===== src/rtl/dns_query_encoder_top_macros.svh =====
// Assertion macros shared by the dns query encoder RTL.
`ifndef DNS_QUERY_ENCODER_TOP_MACROS_SVH
`define DNS_QUERY_ENCODER_TOP_MACROS_SVH
`ifndef NO_ASSERTIONS
// same-cycle implication, checked on clk, off while arst_n is low
`define DQE_ASSERT_IMPL(name, ante, cons) \
	name: assert property (@(posedge clk) disable iff (!arst_n) (ante) |-> (cons)) \
		else $error("dqe: same-cycle check failed");
// next-cycle implication, checked on clk, off while arst_n is low
`define DQE_ASSERT_NEXT(name, ante, cons) \
	name: assert property (@(posedge clk) disable iff (!arst_n) (ante) |=> (cons)) \
		else $error("dqe: next-cycle check failed");
`else
`define DQE_ASSERT_IMPL(name, ante, cons)
`define DQE_ASSERT_NEXT(name, ante, cons)
`endif
`endif


===== src/rtl/dqe_pkg.sv =====
// Types and constants of the dns query encoder.
package dqe_pkg;
	localparam int MAX_LABEL_DEF = 63;
	localparam int MAX_NAME_DEF = 253;
	localparam int HDR_BYTES = 12;
	localparam int TRAIL_BYTES = 5;
	localparam int LCNT_W = 6;
	localparam int POS_W = 9;
	localparam int WLEN_W = 7;
	localparam int PAIR_W = 6;

	localparam logic [15:0] HDR_FLAGS = 16'h0100;
	localparam logic [15:0] QDCOUNT = 16'h0001;
	localparam logic [15:0] QCLASS_IN = 16'h0001;
	localparam logic [7:0] DOT_CHAR = 8'd46;

	typedef enum logic [1:0] {
		CMD_START = 2'd0,
		CMD_CHAR = 2'd1,
		CMD_END = 2'd2
	} cmd_t;

	typedef enum logic [1:0] {
		KIND_HDR = 2'd0,
		KIND_NAME = 2'd1,
		KIND_ERR = 2'd2
	} kind_t;

	typedef enum logic {
		ST_IDLE = 1'b0,
		ST_EMIT = 1'b1
	} state_t;

	typedef struct packed {
		logic [1:0] cmd;
		logic [15:0] query_id;
		logic [15:0] query_type;
		logic [7:0] name_char;
	} item_t;

	typedef struct packed {
		logic [7:0] byte_first;
		logic [7:0] byte_second;
		logic pair_valid;
		logic encode_error;
		logic run_last;
	} result_t;

	// everything the output stage needs to build one pair
	typedef struct packed {
		kind_t kind;
		logic [PAIR_W-1:0] idx;
		logic [WLEN_W-1:0] nl;
		logic [WLEN_W-1:0] wlen;
		logic [LCNT_W-1:0] len;
		logic [15:0] val;
		logic last;
	} pair_meta_t;

	typedef struct packed {
		logic valid;
		pair_meta_t meta;
	} pair_req_t;
endpackage


===== src/rtl/dqe_ram.sv =====
// Generic single-write, single-read RAM with registered read data.
module dqe_ram #(
	parameter int WIDTH = 8,
	parameter int DEPTH = 32,
	localparam int AW = (DEPTH > 1) ? $clog2(DEPTH) : 1
) (
	input logic clk,
	input logic we,
	input logic [AW-1:0] waddr,
	input logic [WIDTH-1:0] wdata,
	input logic re,
	input logic [AW-1:0] raddr,
	output logic [WIDTH-1:0] rdata
);
	logic [WIDTH-1:0] mem [DEPTH];

	always_ff @(posedge clk) begin
		if (we) begin
			mem[waddr] <= wdata;
		end
		if (re) begin
			rdata <= mem[raddr];
		end
	end
endmodule


===== src/rtl/dqe_seq.sv =====
// Command sequencer: query state, label writes and pair issue.
`include "dns_query_encoder_top_macros.svh"
module dqe_seq #(
	parameter int MAX_LABEL = dqe_pkg::MAX_LABEL_DEF,
	parameter int MAX_NAME = dqe_pkg::MAX_NAME_DEF,
	localparam int BANK_DEPTH = (MAX_LABEL + 1) / 2,
	localparam int AW = (BANK_DEPTH > 1) ? $clog2(BANK_DEPTH) : 1
) (
	input logic clk,
	input logic arst_n,
	input logic item_valid,
	output logic item_ready,
	input dqe_pkg::item_t item,
	input logic issue_ok,
	output dqe_pkg::pair_req_t req,
	output logic we_even,
	output logic we_odd,
	output logic [AW-1:0] waddr,
	output logic [7:0] wdata,
	output logic re,
	output logic [AW-1:0] raddr_even,
	output logic [AW-1:0] raddr_odd
);
	localparam int LW = dqe_pkg::LCNT_W;
	localparam int PW = dqe_pkg::POS_W;
	localparam int WW = dqe_pkg::WLEN_W;
	localparam int KW = dqe_pkg::PAIR_W;

	dqe_pkg::state_t state_q, state_d;
	logic [LW-1:0] lcnt_q, lcnt_d;
	logic [PW-1:0] pos_q, pos_d;
	logic [15:0] type_q, type_d;
	logic open_q, open_d;
	logic [KW-1:0] idx_q, idx_d;

	dqe_pkg::kind_t em_kind_q, em_kind_d;
	logic [WW-1:0] em_nl_q, em_nl_d;
	logic [WW-1:0] em_wlen_q, em_wlen_d;
	logic [LW-1:0] em_len_q, em_len_d;
	logic [15:0] em_val_q, em_val_d;

	logic accept, fire, is_dot, over, full, go_err, em_load, wr_char;
	logic [WW-1:0] lbl_nl, npairs;

	assign item_ready = (state_q == dqe_pkg::ST_IDLE);
	assign accept = item_valid && item_ready;
	assign is_dot = (item.name_char == dqe_pkg::DOT_CHAR);
	assign lbl_nl = WW'(lcnt_q) + WW'(1);
	// pos + 1 + len + 1 + 4 against header + name + 6
	assign over = ({1'b0, pos_q} + (PW + 1)'(lcnt_q)) > (PW + 1)'(dqe_pkg::HDR_BYTES + MAX_NAME);
	assign full = (lcnt_q >= LW'(MAX_LABEL));
	assign npairs = (em_wlen_q + WW'(1)) >> 1;

	assign req.valid = (state_q == dqe_pkg::ST_EMIT);
	assign req.meta.kind = em_kind_q;
	assign req.meta.idx = idx_q;
	assign req.meta.nl = em_nl_q;
	assign req.meta.wlen = em_wlen_q;
	assign req.meta.len = em_len_q;
	assign req.meta.val = em_val_q;
	assign req.meta.last = (WW'(idx_q) == npairs - WW'(1));
	assign fire = req.valid && issue_ok;

	// label byte i lives in bank i[0] at i/2; pair k reads odd k-1 and even k
	assign re = fire;
	assign raddr_even = AW'(idx_q);
	assign raddr_odd = AW'(idx_q - KW'(1));
	assign waddr = AW'(lcnt_q >> 1);
	assign wdata = item.name_char;
	assign we_even = wr_char && !lcnt_q[0];
	assign we_odd = wr_char && lcnt_q[0];

	always_comb begin
		state_d = state_q;
		lcnt_d = lcnt_q;
		pos_d = pos_q;
		type_d = type_q;
		open_d = open_q;
		idx_d = idx_q;
		em_kind_d = em_kind_q;
		em_nl_d = em_nl_q;
		em_wlen_d = em_wlen_q;
		em_len_d = em_len_q;
		em_val_d = em_val_q;
		go_err = 1'b0;
		em_load = 1'b0;
		wr_char = 1'b0;
		case (state_q)
			dqe_pkg::ST_IDLE: begin
				idx_d = '0;
				if (accept) begin
					case (dqe_pkg::cmd_t'(item.cmd))
						dqe_pkg::CMD_START: begin
							em_load = 1'b1;
							em_kind_d = dqe_pkg::KIND_HDR;
							em_nl_d = '0;
							em_wlen_d = WW'(dqe_pkg::HDR_BYTES);
							em_val_d = item.query_id;
							type_d = item.query_type;
							pos_d = PW'(dqe_pkg::HDR_BYTES);
							lcnt_d = '0;
							open_d = 1'b1;
						end
						dqe_pkg::CMD_CHAR: begin
							if (open_q) begin
								if (is_dot) begin
									if (lcnt_q == '0 || over) begin
										go_err = 1'b1;
									end else begin
										em_load = 1'b1;
										em_kind_d = dqe_pkg::KIND_NAME;
										em_nl_d = lbl_nl;
										em_wlen_d = lbl_nl;
										em_len_d = lcnt_q;
										pos_d = pos_q + PW'(lbl_nl);
										lcnt_d = '0;
									end
								end else if (full) begin
									go_err = 1'b1;
								end else begin
									wr_char = 1'b1;
									lcnt_d = lcnt_q + LW'(1);
								end
							end
						end
						dqe_pkg::CMD_END: begin
							if (open_q) begin
								if (lcnt_q != '0 && over) begin
									go_err = 1'b1;
								end else begin
									em_load = 1'b1;
									em_kind_d = dqe_pkg::KIND_NAME;
									em_nl_d = (lcnt_q == '0) ? '0 : lbl_nl;
									em_wlen_d = em_nl_d + WW'(dqe_pkg::TRAIL_BYTES);
									em_len_d = lcnt_q;
									em_val_d = type_q;
									pos_d = pos_q + PW'(em_nl_d) + PW'(dqe_pkg::TRAIL_BYTES);
									lcnt_d = '0;
									open_d = 1'b0;
								end
							end
						end
						default: begin
						end
					endcase
					if (go_err) begin
						em_load = 1'b1;
						em_kind_d = dqe_pkg::KIND_ERR;
						em_nl_d = '0;
						em_wlen_d = WW'(1);
						lcnt_d = '0;
						open_d = 1'b0;
					end
					if (em_load) begin
						state_d = dqe_pkg::ST_EMIT;
					end
				end
			end
			dqe_pkg::ST_EMIT: begin
				if (fire) begin
					idx_d = idx_q + KW'(1);
					if (req.meta.last) begin
						state_d = dqe_pkg::ST_IDLE;
					end
				end
			end
			default: begin
				state_d = dqe_pkg::ST_IDLE;
			end
		endcase
	end

	always_ff @(posedge clk or negedge arst_n) begin
		if (!arst_n) begin
			state_q <= dqe_pkg::ST_IDLE;
		end else begin
			state_q <= state_d;
		end
	end

	always_ff @(posedge clk or negedge arst_n) begin
		if (!arst_n) begin
			lcnt_q <= '0;
			pos_q <= '0;
			type_q <= '0;
			open_q <= 1'b0;
			idx_q <= '0;
		end else begin
			lcnt_q <= lcnt_d;
			pos_q <= pos_d;
			type_q <= type_d;
			open_q <= open_d;
			idx_q <= idx_d;
		end
	end

	always_ff @(posedge clk) begin
		if (em_load) begin
			em_kind_q <= em_kind_d;
			em_nl_q <= em_nl_d;
			em_wlen_q <= em_wlen_d;
			em_len_q <= em_len_d;
			em_val_q <= em_val_d;
		end
	end

	`DQE_ASSERT_NEXT(a_last_pair_idles, fire && req.meta.last, state_q == dqe_pkg::ST_IDLE)
	`DQE_ASSERT_IMPL(a_idx_in_range, state_q == dqe_pkg::ST_EMIT, WW'(idx_q) < npairs)
	`DQE_ASSERT_IMPL(a_no_write_in_emit, we_even || we_odd, state_q == dqe_pkg::ST_IDLE)
endmodule


===== src/rtl/dqe_pack.sv =====
// Pair assembly from label RAM data, and the output register.
`include "dns_query_encoder_top_macros.svh"
module dqe_pack (
	input logic clk,
	input logic arst_n,
	input dqe_pkg::pair_req_t req,
	output logic issue_ok,
	input logic [7:0] rd_even,
	input logic [7:0] rd_odd,
	output logic result_valid,
	input logic result_ready,
	output dqe_pkg::result_t result
);
	localparam int WW = dqe_pkg::WLEN_W;

	logic valid_s1;
	dqe_pkg::pair_meta_t meta_s1;
	logic out_valid_q;
	dqe_pkg::result_t out_q, res_d;
	logic advance, pair;
	logic [WW-1:0] p0, p1;

	function automatic logic [7:0] wire_byte(dqe_pkg::pair_meta_t m, logic [WW-1:0] p,
		logic [7:0] lbl);
		logic [WW-1:0] t;
		logic [7:0] b;
		t = p - m.nl;
		b = '0;
		if (m.kind == dqe_pkg::KIND_HDR) begin
			case (p)
				7'd0: b = m.val[15:8];
				7'd1: b = m.val[7:0];
				7'd2: b = dqe_pkg::HDR_FLAGS[15:8];
				7'd3: b = dqe_pkg::HDR_FLAGS[7:0];
				7'd4: b = dqe_pkg::QDCOUNT[15:8];
				7'd5: b = dqe_pkg::QDCOUNT[7:0];
				default: b = '0;
			endcase
		end else if (p < m.nl) begin
			b = (p == '0) ? 8'(m.len) : lbl;
		end else begin
			// terminator, type, class
			case (t)
				7'd1: b = m.val[15:8];
				7'd2: b = m.val[7:0];
				7'd3: b = dqe_pkg::QCLASS_IN[15:8];
				7'd4: b = dqe_pkg::QCLASS_IN[7:0];
				default: b = '0;
			endcase
		end
		return b;
	endfunction

	assign advance = valid_s1 && (!out_valid_q || result_ready);
	assign issue_ok = !valid_s1 || advance;

	assign p0 = {meta_s1.idx, 1'b0};
	assign p1 = {meta_s1.idx, 1'b1};
	assign pair = (p1 < meta_s1.wlen);

	always_comb begin
		if (meta_s1.kind == dqe_pkg::KIND_ERR) begin
			res_d.byte_first = '0;
			res_d.byte_second = '0;
			res_d.pair_valid = 1'b0;
			res_d.encode_error = 1'b1;
			res_d.run_last = 1'b1;
		end else begin
			// first byte's label index is odd, second's even
			res_d.byte_first = wire_byte(meta_s1, p0, rd_odd);
			res_d.byte_second = pair ? wire_byte(meta_s1, p1, rd_even) : '0;
			res_d.pair_valid = pair;
			res_d.encode_error = 1'b0;
			res_d.run_last = meta_s1.last;
		end
	end

	always_ff @(posedge clk or negedge arst_n) begin
		if (!arst_n) begin
			valid_s1 <= 1'b0;
			out_valid_q <= 1'b0;
		end else begin
			if (issue_ok) begin
				valid_s1 <= req.valid;
			end
			if (advance) begin
				out_valid_q <= 1'b1;
			end else if (result_ready) begin
				out_valid_q <= 1'b0;
			end
		end
	end

	always_ff @(posedge clk) begin
		if (req.valid && issue_ok) begin
			meta_s1 <= req.meta;
		end
		if (advance) begin
			out_q <= res_d;
		end
	end

	assign result_valid = out_valid_q;
	assign result = out_q;

	`DQE_ASSERT_NEXT(a_s1_holds, valid_s1 && !advance, valid_s1 && $stable(meta_s1))
	`DQE_ASSERT_IMPL(a_err_alone, result_valid && result.encode_error, result.run_last && !result.pair_valid && result.byte_first == 8'd0)
	`DQE_ASSERT_IMPL(a_odd_tail_last, result_valid && !result.pair_valid, result.run_last)
endmodule


===== src/rtl/dns_query_encoder_top.sv =====
// Top level of the dns query encoder.
// Builds a one-question DNS query from a word stream of start, name character
// and end items; wire bytes come out two per result word. A name character is
// taken and written into the label store, which is two RAM banks (even and odd
// label bytes, one read port each) so that one pair is read per cycle while the
// output side does not stall. An item that produces result words holds
// item_ready low after it is accepted until its last pair is issued, and longer
// while the result side stalls. The last two result words of an item may still
// sit in the read stage and the output register while the next item is taken.
// The label store needs no clearing after reset.
module dns_query_encoder_top #(
	parameter int MAX_LABEL = dqe_pkg::MAX_LABEL_DEF,
	parameter int MAX_NAME = dqe_pkg::MAX_NAME_DEF
) (
	input logic clk,
	input logic arst_n,
	input logic item_valid,
	output logic item_ready,
	input dqe_pkg::item_t item,
	output logic result_valid,
	input logic result_ready,
	output dqe_pkg::result_t result
);
	localparam int BANK_DEPTH = (MAX_LABEL + 1) / 2;
	localparam int AW = (BANK_DEPTH > 1) ? $clog2(BANK_DEPTH) : 1;

	dqe_pkg::pair_req_t req;
	logic issue_ok;
	logic we_even, we_odd, re;
	logic [AW-1:0] waddr, raddr_even, raddr_odd;
	logic [7:0] wdata, rd_even, rd_odd;

	dqe_seq #(
		.MAX_LABEL(MAX_LABEL),
		.MAX_NAME(MAX_NAME)
	) u_seq (
		.clk(clk),
		.arst_n(arst_n),
		.item_valid(item_valid),
		.item_ready(item_ready),
		.item(item),
		.issue_ok(issue_ok),
		.req(req),
		.we_even(we_even),
		.we_odd(we_odd),
		.waddr(waddr),
		.wdata(wdata),
		.re(re),
		.raddr_even(raddr_even),
		.raddr_odd(raddr_odd)
	);

	dqe_ram #(
		.WIDTH(8),
		.DEPTH(BANK_DEPTH)
	) u_ram_even (
		.clk(clk),
		.we(we_even),
		.waddr(waddr),
		.wdata(wdata),
		.re(re),
		.raddr(raddr_even),
		.rdata(rd_even)
	);

	dqe_ram #(
		.WIDTH(8),
		.DEPTH(BANK_DEPTH)
	) u_ram_odd (
		.clk(clk),
		.we(we_odd),
		.waddr(waddr),
		.wdata(wdata),
		.re(re),
		.raddr(raddr_odd),
		.rdata(rd_odd)
	);

	dqe_pack u_pack (
		.clk(clk),
		.arst_n(arst_n),
		.req(req),
		.issue_ok(issue_ok),
		.rd_even(rd_even),
		.rd_odd(rd_odd),
		.result_valid(result_valid),
		.result_ready(result_ready),
		.result(result)
	);
endmodule

===== config.mk =====
export PLATFORM = sky130hd
export DESIGN_NAME = dns_query_encoder_top
export DESIGN_NICKNAME = d
export VERILOG_FILES = /design/src/rtl/dqe_pkg.sv /design/src/rtl/dqe_ram.sv /design/src/rtl/dqe_seq.sv /design/src/rtl/dqe_pack.sv /design/src/rtl/dns_query_encoder_top.sv
export VERILOG_INCLUDE_DIRS = /design/src /design/src/rtl
export SDC_FILE = /design/constraint.sdc
export NUM_CORES = 1
export LEC_CHECK = 0
export BUFFER_PORTS_ARGS = -buffer_cell sky130_fd_sc_hd__buf_2
export CAP_MARGIN = 25
export CORE_ASPECT_RATIO = 0.75
export CORE_MARGIN = 4
export CORE_UTILIZATION = 45
export DETAILED_ROUTE_END_ITERATION = 6
export MAX_ROUTING_LAYER = met4
export PLACE_DENSITY = 0.74
export SYNTH_ARGS = -nofsm -noshare
export SYNTH_HDL_FRONTEND = slang
export SYNTH_SLANG_ARGS = --single-unit

===== constraint.sdc =====
create_clock -name clk -period 4 [get_ports clk]
set_input_delay 0.2 -clock clk [delete_from_list [all_inputs] [get_ports clk]]
set_output_delay 0.2 -clock clk [all_outputs]
set_load 0.01 [all_outputs]

==> metrics.yaml <==
yosys:
  syn_nets: 1671
  synth.most_common_cell: "edfxtp_1"
  netlist_area_um2: 28400
  async_flop_share_pct: 6.12
  yosysTopAreaCellShare_pct: 66.5
  ys_types: 78
  yosysSeqAreaShare_pct: 70.1
  synthCells: 1570
  synth_top_cell_by_area: "edfxtp_1"
  synth_edf_count: 629
  yosysWarningCount: 0
  synth_flop_cell: "edfxtp_1"
  syn_area_per_cell_um2: 18.1
  ys_seq_elements: 670
  ys_top_cells_by_area: "edfxtp_1 66%, mux4_2 13%, dfrtp_1 3.6%, ha_1 2.2%, mux2_2 1.9%"
  synthTopCellsByCount: "629 x edfxtp_1, 160 x mux4_2, 122 x nor2_1"
floorplan:
  fp.dieH_um: 226
  rows: 79
  start_util_pct: 45.6
  die_w_um: 298
  die_area_um2: 67300
  ios: 67
  fp.coreArea_um2: 62300
sta:
  skew_ns: 0.0219
  fmax_ghz: 0.272
  finalCriticalPeriod_ns: 3.67
  finalSetupViolations: 0
  rsz0062_at_grt: "no"
  min_period_over_period_pct: 91.8
  max_slew_margin_pct: 32.0
  hold_viol: 0
  tns_ns: 0
  finalMaxSlewViolations: 0
  tightest_slew_ns: 1.02
place:
  dp_hpwl_mm: 42.4
  place_congestion: 0.932
  port_buffers: 66
  dpl.cell_count: 2495
cells_and_area:
  fin_nets: 1882
  n_antenna_cell: 0
  final_layout_size_suffix_gt1_share_pct: 27.8
  finalNonFillerCells: 2637
  area_growth_pct: 14.7
clock_network:
  clock_sinks: 670
  clkLatencyLatePin_ns: 0.63
  cts_tree: "done"
  cts_made_buffers: 60
  cts_root_buf: "clkbuf_16"
  cts_htree_levels: 2
  clk_pin_slew_ns: 0.07
  clockBufferDepth: 3
power_and_ir_drop:
  p_per_area_nw_per_um2: 647
  power_leakage_uw: 0.0111
  irDropWorstVdd_v: 0.000421
  power_uw: 21100
global_routing:
  grt_max_degree: 65
  grt_usage_pct: 20.0
  grt_pass1_vias: 15300
  grt_pass1_wl_mm: 98.6
  grt_overflow_total: 0
  antenna_found_initial: 1
setup_path:
  worst_setup_path_start_kind: "flop"
  cp.required_ns: 4.33
  cp.arrival_ns: 4.00
  cp-end-kind: "flop"
  path_max_fanout: 11
  critPathKind: "reg -> reg"
drt:
  wl_per_cell_um: 24.6
  wl_mm: 64.9
  via_count: 15400
  vias_per_cell: 5.86
  drc: 0
  dr.pass1.iters: 5
  dr.first_iter.drc_count: 1975
  ant_nets: 0
min_path:
  hp-class: "in -> reg"
flow_run:
  drv_cap: 0
outcome:
  status: "finished clean"
-- routing by layer --
metal / vias to the layer above / share of wire (%) / global-route usage, %
met3: 75 / 8.3 / 3.17
met1: 8000 / 44 / 29.9
met5: - / 0 / -
met2: 641 / 46 / 29.4
met4: 0 / 1.8 / 4.42
li1: 6725 / - / -
-- layout make-up --
type                    instances  area [µm²]
flip-flops and latches        670       19900
inverters                      60         225
repair buffers                214        1560
clock inverters                31         236
well taps                     810        1010
clock buffers                  77        1640
fillers                      4851       29700
multi-input cells             775        8000
-- per-stage QoR --
| step | cell area, µm² | hold WS (ns) | util [%] | setup slack, ns |
|---|---|---|---|---|
| floorplan | 28400 | -0.0956 | - | 0.210 |
| global placement | 30400 | 0.309 | 48.8 | 0.412 |
| detailed placement | 30400 | 0.329 | 48.8 | 0.329 |
| CTS | 32600 | 0.0109 | 52.3 | 0.308 |
| global route | 32600 | 0.0508 | 52.3 | 0.0520 |
| finish | 32600 | 0.0504 | 52.3 | 0.326 |
-- power breakdown --
group	internal [µW]	switching (µW)
Sequential	8350	393
Clock	3020	2490
Combinational	3120	3720
-- worst max-delay path, cell delays in order (launching register included) --
cell	delay (ns)
dfrtp_1	0.50
ha_1	0.29
nand3_1	0.18
nor2_1	0.19
or2_2	0.39
nor4_1	0.72
nand2_1	0.63
nor2_1	0.27
buf_4	0.22
-- final timing paths --
kind                                    from                   end  slack (ns)  depth (start not counted)
hold reg to reg            u_seq.em_val_q[7]     u_pack.meta_s1[8]        0.41                          0
setup / recovery             u_seq.lcnt_q[1]  u_ram_odd.mem[17][2]        0.33                          8
max in group asynchronous             arst_n        u_seq.idx_q[0]        3.29                          3
setup reg to reg             u_seq.lcnt_q[1]  u_ram_odd.mem[17][2]        0.33                          8
hold / removal                    item_valid          u_seq.open_q        0.05                          3
min in group asynchronous             arst_n      u_seq.type_q[14]        0.21                          3
-- flip-flops by register name (all words and copies together) (netlist names), 6 cells and up --
register          flops
u_seq.idx_q           6
u_seq.em_len_q        6
u_pack.result        19
u_seq.em_val_q       16
u_ram_odd.mem       256
u_seq.lcnt_q          6
u_ram_even.mem      256
u_seq.pos_q           9
u_ram_odd.rdata       8
u_seq.em_wlen_q       7
u_pack.meta_s1       44
u_seq.em_nl_q         7
u_ram_even.rdata      8
u_seq.type_q         16
-- cell families (layout without fill, tap and decap cells) --
group	count (synthesis)	count (layout)	share of synthesized area [%]
adders and majority gates	55	55	2.53
and+or+nand+nor	288	288	4.96
muxes	217	217	14.9
DFF	670	670	70.1
AOI/OAI and AO/OA	176	176	4.49
buffers and inverters	125	382	1.80
xor gates and xnor gates	39	39	1.20
-- layout by cell type (no fill, tap or decap), types with 24 or more instances in the layout --
cell type / count
edfxtp_1: 629
mux4_2: 160
nor2_1: 122
buf_4: 111
buf_2: 66
clkbuf_16: 62
inv_1: 59
nand2_1: 51
ha_1: 50
mux2_2: 49
dfrtp_1: 39
a21oi_1: 34
dlygate4sd3_1: 34
nand3_1: 25
o21ai_0: 24
-- timing repair --
| action | 4_1_cts | 5_1_grt |
|---|---|---|
| hold buffers | 34 | 0 |
| buffers inserted | 0 | 0 |
| endpoints found under the hold margin | 74 | 0 |
| gates resized for setup | 0 | 0 |
(Power assumes the default switching activity.)
